### src/rtl/core/rrpd_pkg.sv
package rrpd_pkg;

	localparam int unsigned BYTE_W   = 8;
	localparam int unsigned LEN_W    = 11;
	localparam int unsigned WORD_W   = 16;
	localparam int unsigned KIND_W   = 2;
	localparam int unsigned CNT_W    = 12;
	localparam int unsigned CRC_LEN  = 4;
	localparam int unsigned CAPR_OFS = 16;
	localparam logic [LEN_W-1:0] MAX_FRAME_RST = LEN_W'(1514);

	localparam logic [KIND_W-1:0] KIND_PAYLOAD = 2'd0;
	localparam logic [KIND_W-1:0] KIND_DONE    = 2'd1;
	localparam logic [KIND_W-1:0] KIND_HDR_ERR = 2'd2;

	typedef struct packed {
		logic [KIND_W-1:0] result_kind;
		logic [BYTE_W-1:0] payload_byte;
		logic [LEN_W-1:0]  payload_length;
		logic [WORD_W-1:0] capr_value;
		logic [WORD_W-1:0] header_status;
		logic [WORD_W-1:0] header_total;
	} result_t;

endpackage

### src/rtl/core/rrpd_core.sv
module rrpd_core #(
	parameter int unsigned RING_BYTES = 9708
) (
	input  logic                         clk,
	input  logic                         arst_n,
	input  logic                         cfg_we,
	input  logic [rrpd_pkg::LEN_W-1:0]   cfg_data,
	input  logic                         in_fire,
	input  logic [rrpd_pkg::BYTE_W-1:0]  in_byte,
	output logic                         res_valid,
	output rrpd_pkg::result_t            res
);
	import rrpd_pkg::*;

	localparam int unsigned OFS_W = $clog2(RING_BYTES);
	localparam logic [OFS_W-1:0] OFS_LAST = OFS_W'(RING_BYTES - 1);

	typedef enum logic [1:0] {
		PH_HEADER,
		PH_PAYLOAD,
		PH_CRC,
		PH_PAD
	} phase_t;

	phase_t            phase_q, phase_d;
	logic [23:0]       hdr_q, hdr_d;
	logic [CNT_W-1:0]  cnt_q, cnt_d;
	logic [LEN_W-1:0]  total_q, total_d;
	logic [OFS_W-1:0]  ofs_q, ofs_nxt;
	logic              stuck_q, stuck_d;
	logic [1:0]        start_low_q, start_low_d;
	logic [1:0]        pad_q, pad_d;
	logic [LEN_W-1:0]  max_frame_q;

	logic [WORD_W-1:0] status_w, total_w;
	logic [LEN_W:0]    limit_w;
	logic              hdr_bad;
	logic [LEN_W-1:0]  pay_len;
	logic [WORD_W-1:0] capr_w;
	logic [1:0]        pad_new;

	assign ofs_nxt  = (ofs_q == OFS_LAST) ? '0 : ofs_q + 1'b1;
	assign status_w = hdr_q[15:0];
	assign total_w  = {in_byte, hdr_q[23:16]};
	assign limit_w  = {1'b0, max_frame_q} + (LEN_W+1)'(CRC_LEN);
	assign hdr_bad  = !status_w[0] || (total_w < WORD_W'(CRC_LEN))
		|| (total_w > WORD_W'(limit_w));
	assign pay_len  = total_q - LEN_W'(CRC_LEN);
	assign capr_w   = WORD_W'(ofs_nxt) - WORD_W'(CAPR_OFS);
	assign pad_new  = 2'd0 - (start_low_q + total_w[1:0]);

	always_comb begin
		phase_d     = phase_q;
		hdr_d       = hdr_q;
		cnt_d       = cnt_q;
		total_d     = total_q;
		stuck_d     = stuck_q;
		start_low_d = start_low_q;
		pad_d       = pad_q;
		res_valid   = 1'b0;
		res         = '0;
		if (in_fire && !stuck_q) begin
			case (phase_q)
				PH_HEADER: begin
					cnt_d = cnt_q + 1'b1;
					case (cnt_q[1:0])
						2'd0: begin
							hdr_d[7:0]  = in_byte;
							start_low_d = ofs_q[1:0];
						end
						2'd1: hdr_d[15:8]  = in_byte;
						2'd2: hdr_d[23:16] = in_byte;
						default: begin
							cnt_d = '0;
							if (hdr_bad) begin
								stuck_d           = 1'b1;
								res_valid         = 1'b1;
								res.result_kind   = KIND_HDR_ERR;
								res.header_status = status_w;
								res.header_total  = total_w;
							end else begin
								total_d = total_w[LEN_W-1:0];
								pad_d   = pad_new;
								phase_d = (total_w == WORD_W'(CRC_LEN)) ? PH_CRC : PH_PAYLOAD;
							end
						end
					endcase
				end
				PH_PAYLOAD: begin
					cnt_d            = cnt_q + 1'b1;
					res_valid        = 1'b1;
					res.result_kind  = KIND_PAYLOAD;
					res.payload_byte = in_byte;
					if (cnt_d >= CNT_W'(pay_len)) begin
						cnt_d   = '0;
						phase_d = PH_CRC;
					end
				end
				PH_CRC: begin
					cnt_d = cnt_q + 1'b1;
					if (cnt_q == CNT_W'(CRC_LEN - 1)) begin
						cnt_d = '0;
						if (pad_q == 2'd0) begin
							res_valid          = 1'b1;
							res.result_kind    = KIND_DONE;
							res.payload_length = pay_len;
							res.capr_value     = capr_w;
							phase_d            = PH_HEADER;
						end else begin
							phase_d = PH_PAD;
						end
					end
				end
				default: begin
					if (pad_q != 2'd0) begin
						pad_d = pad_q - 1'b1;
					end
					if (pad_d == 2'd0) begin
						res_valid          = 1'b1;
						res.result_kind    = KIND_DONE;
						res.payload_length = pay_len;
						res.capr_value     = capr_w;
						phase_d            = PH_HEADER;
						cnt_d              = '0;
					end
				end
			endcase
		end
	end

	always_ff @(posedge clk or negedge arst_n) begin
		if (!arst_n) begin
			phase_q     <= PH_HEADER;
			hdr_q       <= '0;
			cnt_q       <= '0;
			total_q     <= '0;
			ofs_q       <= '0;
			stuck_q     <= 1'b0;
			start_low_q <= '0;
			pad_q       <= '0;
			max_frame_q <= MAX_FRAME_RST;
		end else begin
			if (cfg_we) begin
				max_frame_q <= cfg_data;
			end
			phase_q     <= phase_d;
			hdr_q       <= hdr_d;
			cnt_q       <= cnt_d;
			total_q     <= total_d;
			stuck_q     <= stuck_d;
			start_low_q <= start_low_d;
			pad_q       <= pad_d;
			if (in_fire && !stuck_q) begin
				ofs_q <= ofs_nxt;
			end
		end
	end

endmodule

### src/rtl/core/rrpd_out_skid.sv
module rrpd_out_skid (
	input  logic              clk,
	input  logic              arst_n,
	input  logic              push_valid,
	input  rrpd_pkg::result_t push_data,
	output logic              full,
	output logic              out_valid,
	input  logic              out_stall,
	output rrpd_pkg::result_t out_data
);
	import rrpd_pkg::*;

	logic    out_valid_q, skid_valid_q;
	result_t out_q, skid_q;
	logic    take;

	assign take      = out_valid_q && !out_stall;
	assign full      = skid_valid_q;
	assign out_valid = out_valid_q;
	assign out_data  = out_q;

	always_ff @(posedge clk or negedge arst_n) begin
		if (!arst_n) begin
			out_valid_q  <= 1'b0;
			skid_valid_q <= 1'b0;
		end else if (skid_valid_q) begin
			if (take) begin
				out_valid_q  <= 1'b1;
				skid_valid_q <= 1'b0;
			end
		end else if (push_valid) begin
			if (!out_valid_q || take) begin
				out_valid_q <= 1'b1;
			end else begin
				skid_valid_q <= 1'b1;
			end
		end else if (take) begin
			out_valid_q <= 1'b0;
		end
	end

	always_ff @(posedge clk) begin
		if (skid_valid_q) begin
			if (take) begin
				out_q <= skid_q;
			end
		end else if (push_valid) begin
			if (!out_valid_q || take) begin
				out_q <= push_data;
			end else begin
				skid_q <= push_data;
			end
		end
	end

endmodule

### src/rtl/core/rx_ring_packet_deframer.sv
// Receive ring deframer. Ring bytes enter one per transaction on the input
// channel (in_valid / in_stall, ring_byte). Each packet's 4-byte header is
// checked; payload bytes come out one per transaction (result_kind payload),
// CRC and alignment padding are dropped, and the packet's last byte yields a
// done transaction with payload_length and capr_value. A bad header yields
// one header-error transaction, after which all bytes are taken and ignored
// until reset.
// Output: each result is registered in the output register (or its skid
// slot). Throughput: one byte per cycle while in_stall is low, set by the
// single decode step between the state registers and the output register.
// Stall: the output register has a one-entry skid slot behind it; in_stall
// rises while that slot is occupied and falls once out_stall drops.
// max_frame_len is written over the cfg channel (cfg_ready is always high)
// and should only change while the block is idle.
// Reset: arst_n clears the parser to the header phase at ring offset zero,
// the stuck state, both output slots, and sets max_frame_len to 1514.
module rx_ring_packet_deframer #(
	parameter int unsigned RING_BYTES = 9708
) (
	input  logic                         clk,
	input  logic                         arst_n,
	input  logic                         cfg_valid,
	output logic                         cfg_ready,
	input  logic [rrpd_pkg::LEN_W-1:0]   max_frame_len,
	input  logic                         in_valid,
	output logic                         in_stall,
	input  logic [rrpd_pkg::BYTE_W-1:0]  ring_byte,
	output logic                         out_valid,
	input  logic                         out_stall,
	output logic [rrpd_pkg::KIND_W-1:0]  result_kind,
	output logic [rrpd_pkg::BYTE_W-1:0]  payload_byte,
	output logic [rrpd_pkg::LEN_W-1:0]   payload_length,
	output logic [rrpd_pkg::WORD_W-1:0]  capr_value,
	output logic [rrpd_pkg::WORD_W-1:0]  header_status,
	output logic [rrpd_pkg::WORD_W-1:0]  header_total
);
	import rrpd_pkg::*;

	logic    in_fire;
	logic    res_valid;
	result_t res;
	result_t out_data;
	logic    full;

	assign cfg_ready = 1'b1;
	assign in_stall  = full;
	assign in_fire   = in_valid && !in_stall;

	rrpd_core #(
		.RING_BYTES(RING_BYTES)
	) u_core (
		.clk       (clk),
		.arst_n    (arst_n),
		.cfg_we    (cfg_valid && cfg_ready),
		.cfg_data  (max_frame_len),
		.in_fire   (in_fire),
		.in_byte   (ring_byte),
		.res_valid (res_valid),
		.res       (res)
	);

	rrpd_out_skid u_out (
		.clk        (clk),
		.arst_n     (arst_n),
		.push_valid (res_valid),
		.push_data  (res),
		.full       (full),
		.out_valid  (out_valid),
		.out_stall  (out_stall),
		.out_data   (out_data)
	);

	assign result_kind    = out_data.result_kind;
	assign payload_byte   = out_data.payload_byte;
	assign payload_length = out_data.payload_length;
	assign capr_value     = out_data.capr_value;
	assign header_status  = out_data.header_status;
	assign header_total   = out_data.header_total;

endmodule
### config.mk
export PLATFORM = sky130hd
export DESIGN_NAME = rx_ring_packet_deframer
export DESIGN_NICKNAME = d
export VERILOG_FILES = /design/src/rtl/core/rrpd_pkg.sv /design/src/rtl/core/rrpd_core.sv /design/src/rtl/core/rrpd_out_skid.sv /design/src/rtl/core/rx_ring_packet_deframer.sv
export SDC_FILE = /design/constraint.sdc
export NUM_CORES = 1
export LEC_CHECK = 0
export BUFFER_PORTS_ARGS = -buffer_cell sky130_fd_sc_hd__clkbuf_2
export CAP_MARGIN = 25
export CORE_ASPECT_RATIO = 0.9
export CORE_MARGIN = 2
export CORE_UTILIZATION = 30
export DETAILED_ROUTE_END_ITERATION = 8
export RECOVER_POWER = 25
export SLEW_MARGIN = 15
export SYNTH_ARGS = -nofsm -noshare
export SYNTH_HDL_FRONTEND = slang
export SYNTH_SLANG_ARGS = --single-unit
### constraint.sdc
create_clock -name clk -period 8.93 [get_ports clk]
set_input_delay 0.4465 -clock clk [delete_from_list [all_inputs] [get_ports clk]]
set_output_delay 0.4465 -clock clk [all_outputs]
set_load 0.03 [all_outputs]
Word-level counts from Yosys, hierarchy flattened
Cells that the tools add are included.
{ "totals": {"register_bits": 219, "latch_bits": 0, "ramBits": 0, "mem_bits_ro": 0, "in_bits": 24, "out_inout_bits": 72, "word_cells": 144, "memories": 0} }
{ "classes": {"addsub": 8, "n_mul": 0, "n_div": 0, "n_lt_le_gt_ge": 3, "eq_ne": 13, "shift": 0, "mux": 55, "n_bitwise": 5, "reduce_logical": 35} }
{ "op_table": {"columns": ["cell", "count"], "rows": [
  ["69-bit 2-to-1 mux", 5],
  ["32-bit 2-to-1 mux", 3],
  ["27-bit 2-to-1 mux", 3],
  ["27-bit one-hot mux with 2 select lines", 1],
  ["12-bit 2-to-1 mux", 4],
  ["12-bit one-hot mux with 3 select lines", 1],
  ["2-bit 2-to-1 mux", 15],
  ["3-bit AND reduction", 6],
  ["1-bit 2-to-1 mux", 17],
  ["16-bit by 3-bit equality test with 1-bit output, second input constant", 1],
  ["16-bit by 12-bit > comparator with 1-bit output", 1],
  ["16-bit by 3-bit < comparator with 1-bit output, second input constant", 1],
  ["14-bit by 5-bit subtractor with 15-bit output, second input constant", 1],
  ["14-bit by 1-bit adder with 14-bit output, second input constant", 1],
  ["14-bit equality test, second input constant", 1],
  ["14-bit 2-to-1 mux", 1],
  ["11-bit by 3-bit adder with 12-bit output, second input constant", 1],
  ["12-bit by 1-bit adder with 12-bit output, second input constant", 1],
  ["12-bit by 2-bit equality test with 1-bit output, second input constant", 1],
  ["12-bit by 11-bit greater-or-equal comparator with 1-bit output", 1],
  ["2-bit one-hot mux with 3 select lines", 2],
  ["4-bit AND reduction", 3],
  ["11-bit by 3-bit subtractor with 11-bit output, second input constant", 1],
  ["2-bit logical NOT", 4],
  ["other kinds (21)", 43]
]} }

Depth between registers and ports, before layout
{ "depth": {"word_depth": 11, "mapped_depth": 13, "mapped_depth_nobuf": 13} }

Cells and area by module
From an unflattened synthesis, not the netlist that was laid out.
{ "unflattened": {"cells_unflattened": 828, "area_unflattened_um2": 10949.3} }
{ "modules_own_cells": {"columns": ["mod", "n_inst", "cells_per_inst", "area_each_um2", "seq_area_each_um2"], "rows": [
  ["rrpd_core", 1, 598, 5502.8, 1985.7],
  ["rrpd_out_skid", 1, 227, 5421.4, 4194.0],
  ["rx_ring_packet_deframer", 1, 3, 25.0, 0.0]
]} }

Worst setup path before layout
OpenSTA, ideal clock, no wires.
{ "synth_path": {"path_kind": "register to register", "startpoint": "register u_core.max_frame_q[5]", "endpoint": "register u_out.skid_q[0] (netlist name) (enable)", "arrival_ps": 4036, "t_required_ps": 8496, "setup_slack_ps": 4460, "stages_incl_launch_ff": 13, "synth_period_minus_slack_ps": 4470, "cell_sequence": "dfstp_2 > and3_1 > and3_1 > nand3_1 > xor2_1 > ha_1 > nand2_1 > o211ai_1 > o31ai_1 > a32oi_1 > nor2_1 > o22ai_1 > and3_1"} }
{ "synth_via": {"elab_chain_cells": 8} }
{ "synth_rtl": {"columns": ["element", "line", "text"], "rows": [
  ["from (decl)", "rrpd_core.sv:33", "logic [LEN_W-1:0] max_frame_q;"],
  ["from (signal assigned)", "rrpd_core.sv:144", "max_frame_q <= cfg_data;"],
  ["11-bit by 3-bit adder with 12-bit output", "rrpd_core.sv:45", "assign limit_w = {1'b0, max_frame_q} + (LEN_W+1)'(CRC_LEN);"],
  ["16-bit by 12-bit > comparator with 1-bit output", "rrpd_core.sv:47", "|| (total_w > WORD_W'(limit_w));"],
  ["1-bit logical OR", "rrpd_core.sv:47", null],
  ["1-bit 2-to-1 mux", "rrpd_core.sv:75", "if (hdr_bad) begin"],
  ["1-bit 2-to-1 mux", "rrpd_core.sv:66", "case (cnt_q[1:0])"],
  ["1-bit one-hot mux with 3 select lines", "rrpd_core.sv:63", "case (phase_q)"],
  ["1-bit 2-to-1 mux", "rrpd_core.sv:62", "if (in_fire && !stuck_q) begin"],
  ["3-bit AND reduction (no source line)", null, null],
  ["to (signal assigned)", "rrpd_out_skid.sv:51", "skid_q <= push_data;"],
  ["to (decl)", "rrpd_out_skid.sv:14", "result_t out_q, skid_q;"]
]} }
Every way passes these cells.
A chain may end at the register's enable or synchronous reset.

Final worst setup path
{ "layout_path": {"startpoint": "register u_core.max_frame_q[5]", "endpoint": "register u_out.skid_q[1] (netlist name) (enable)"} }
The elaborated chain is that of the path after synthesis.

==> results.toml <==
[sta]
fin_crit_sh_pct = 49.6
setup_viol = 0
fmaxAchievable_ghz = 0.226
fin_tns_setup_ns = 0
rsz0062_at_grt = "no"
finalHoldViolCount = 0
slew_violations = 84
slew_headroom_pct = -64.1
max_slew.worst_pin.slew_ns = 2.46
skew_ns = 0.0150
final.min_clock_period_ns = 4.43

[grt]
grtUsageTotal_pct = 12.8
grt_max_degree = 75
gr-total-overflow = 0
grt_pass1_wl_um = 36000
first_global_vias = 6454
antenna_found_initial = 0

[route]
wl_um = 23000
vias = 6652
drt_pass1_iterations = 5
wl_per_cell_um = 16.6
antenna_left = 0
avgViaCountPerCell = 4.79
dr.first_iter.drc_count = 387
drcViolationCount = 0

[power_and_ir_drop]
peakVddDrop_v = 0.000129
p_leak_nw = 4.66
p_per_area_mw_per_mm2 = 265

[status]
violations = "max-capacitance violations, max-slew violations"
outcome = "finished, violations left"

[synthesis]
ys_dominant_reg_cell = "edfxtp_1"
synth_fp_nets = 880
ys_seq_area_share_pct = 59.9
synth-async-reset-ratio_pct = 37.3
synth_edf_count = 136
synthCells = 819
yosys-top-cells-area = "edfxtp_1 40%, dfrtp_1 18%, mux2_2 5.0%"
synth-warning-count = 0
synth_cell_types = 66
synth_top_family_by_area = "simple AND/OR/NAND/NOR gates"
synth_fa_ha_area_share_pct = 4.53
synth.top_cell.area_share_pct = 40.0
syn-mean-instance-area_um2 = 12.5
synth_seq_cells = 217
synth-simple-area-share_pct = 12.3
synth_area_mm2 = 0.0102
muxShareOfSynthArea_pct = 5.06
synth_xor_area_share_pct = 3.77
yosys.area.top_type = "edfxtp_1"
synth_compound_area_share_pct = 11.7

[finish]
fin_cells = 1388
antennaDiodeCount = 0
layout.nets = 968
fin_util_pct = 35.2
fill_cells = 3412
drive_gt1_share_pct = 13.9
areaGrowthSynthToFinish_pct = 16.2

[setup_path]
r2r-start = "u_core.max_frame_q[5]$_DFFE_PN1P_"
worstPathArrival_ns = 4.59
cp_cell_sequence = "and3_1 -> and3_1 -> nand3_1 -> xor2_1 -> ha_1 -> nand2_1 -> o21ai_0 -> nor3b_1 -> a32oi_1 -> nor2_1 -> o22ai_1 -> and3_2 -> buf_4"
slowest_delay_ns = 0.62
crit_slowest_cell = "buf_4"
reg2reg_depth = 13
r2r_slack_ns = 4.50
cp.required_ns = 9.09
cp-end-kind = "flop"
cp_max_fo = 51
cp-startpoint = "u_core.max_frame_q[5]$_DFFE_PN1P_"
worstReg2RegEnd = "u_out.skid_q[1]$_DFFE_PP_"
crit_end = "u_out.skid_q[1]$_DFFE_PP_"
worstSetupPathType = "reg2reg"
startpoint_type = "flop"
cp_common_cell = "and3_1"

[floorplan]
die_h_um = 179
rows = 64
coreArea_mm2 = 0.0338
die_x_um = 199
ios = 96
design.die.area_mm2 = 0.0356
start_util_pct = 30.3

[clocking]
cts.sinks = 217
cts_buffers = 25
clk_pin_slew_ns = 0.06
clockBufferDepth = 3
h-tree-depth = 1
clkLatencyLatePin_ns = 0.54
cts_root_buf = "clkbuf_16"
cts_tree = "built"

[run]
drv_cap = 2

[placed_design]
gp_congestion = 0.902
dp_hpwl_um = 15400
place_inst = 1341
port_buffers = 94

[hold_path]
hold_path_class = "in2reg"
## cell type report
cell class                 instances  area, µm²  area share (%)
sequential                       217       6120            51.5
multi-input combinational        533       3840            32.3
clock buffer                      36        687            5.78
tap                              462        578            4.87
timing repair buffer             102        449            3.78
inverter                          28        105           0.885
clock inverter                    10        100           0.843
## cells by family (layout without fill, tap and decap cells)
family                     count (synthesis)  count (layout)
other                                      1               1
AOI/OAI and AO/OA                        165             165
and+or+nand+nor                          240             240
buffers and inverters                     69             176
adders and majority gates                 37              37
muxes                                     46              46
DFF                                      217             217
xor gates and xnor gates                  44              44
## synth_stat cells, types with 28 or more instances
master,instances
edfxtp_1,136
dfrtp_1,74
nand2_1,53
nor2_1,47
mux2_2,45
ha_1,37
a21o_1,36
a22o_1,34
and2_1,33
clkbuf_1,30
o21ai_0,29
inv_1,28
## power breakdown
group,total [mW],switching [mW],internal [mW]
sequential,1.40,0.153,1.25
clock,0.980,0.411,0.569
combinational,0.759,0.484,0.274
total,3.14,1.05,2.10
## cells in the final DEF (no fill, tap or decap), types with 25 or more instances in the layout
cell type / instances
ha_1: 37
o21ai_0: 29
dfrtp_1: 73
nand2_1: 53
clkbuf_1: 80
nor2_1: 47
xnor2_1: 25
and2_1: 33
mux2_2: 45
a22o_1: 34
inv_1: 28
a21o_1: 36
edfxtp_1: 136
clkbuf_16: 25
## critical path, delay by kind of cell (launching register included)
family	cells	cell delay, ns
compound gates	3	0.91
xor+xnor	1	0.15
fa+ha+maj	1	0.30
buf+inv	1	0.62
flops	1	0.57
simple gates	7	1.44
## worst min path at each step
stage	start	to	slack [ns]	depth (start not counted)
2_1_floorplan	arst_n	u_core.cnt_q[0]$_DFFE_PN0P_	0.15	0
3_3_place_gp	u_core.stuck_q$_DFFE_PN0P_	u_core.stuck_q$_DFFE_PN0P_	0.47	1
3_5_place_dp	u_core.stuck_q$_DFFE_PN0P_	u_core.stuck_q$_DFFE_PN0P_	0.46	1
4_1_cts	max_frame_len[1]	u_core.max_frame_q[1]$_DFFE_PN1P_	0.13	3
5_1_grt	max_frame_len[0]	u_core.max_frame_q[0]$_DFFE_PN0P_	0.14	2
6_report	max_frame_len[1]	u_core.max_frame_q[1]$_DFFE_PN1P_	0.14	3
## repair_timing
action | in CTS | in global routing
buffers inserted | 0 | 0
endpoints found under the hold margin | 36 | 0
gates resized for setup | 0 | 0
hold buffers | 1 | 0
endpoints found under the setup margin | 0 | 0
## metal layers
layer	up-vias	track usage (%)	share of wire (%)
li1	3193	-	-
met1	3286	17.7	48
met2	142	20.8	46
met3	31	2.29	4.7
met4	0	3.20	1.8
met5	-	0	0
## registers in the layout (all words and copies together) (netlist names), 2 cells and up
name / count
u_core.phase_q: 2
u_core.hdr_q: 24
u_core.start_low_q: 2
u_out.skid_q: 68
u_core.max_frame_q: 11
u_out.out_data: 68
u_core.pad_q: 2
u_core.cnt_q: 12
u_core.total_q: 11
u_core.ofs_q: 14
## stage by stage
step	instance area (µm²)	hold WS [ns]	worst slack [ns]	total power, mW
2_1_floorplan	10200	0.151	4.46	1.96
4_1_cts	12000	0.131	4.51	3.19
3_5_place_dp	11200	0.460	4.53	2.20
5_1_grt	11900	0.143	3.63	3.31
3_3_place_gp	11200	0.470	4.62	2.18
6_report	11900	0.135	4.50	3.14
No activity file was read; power rests on OpenSTA's default activity.
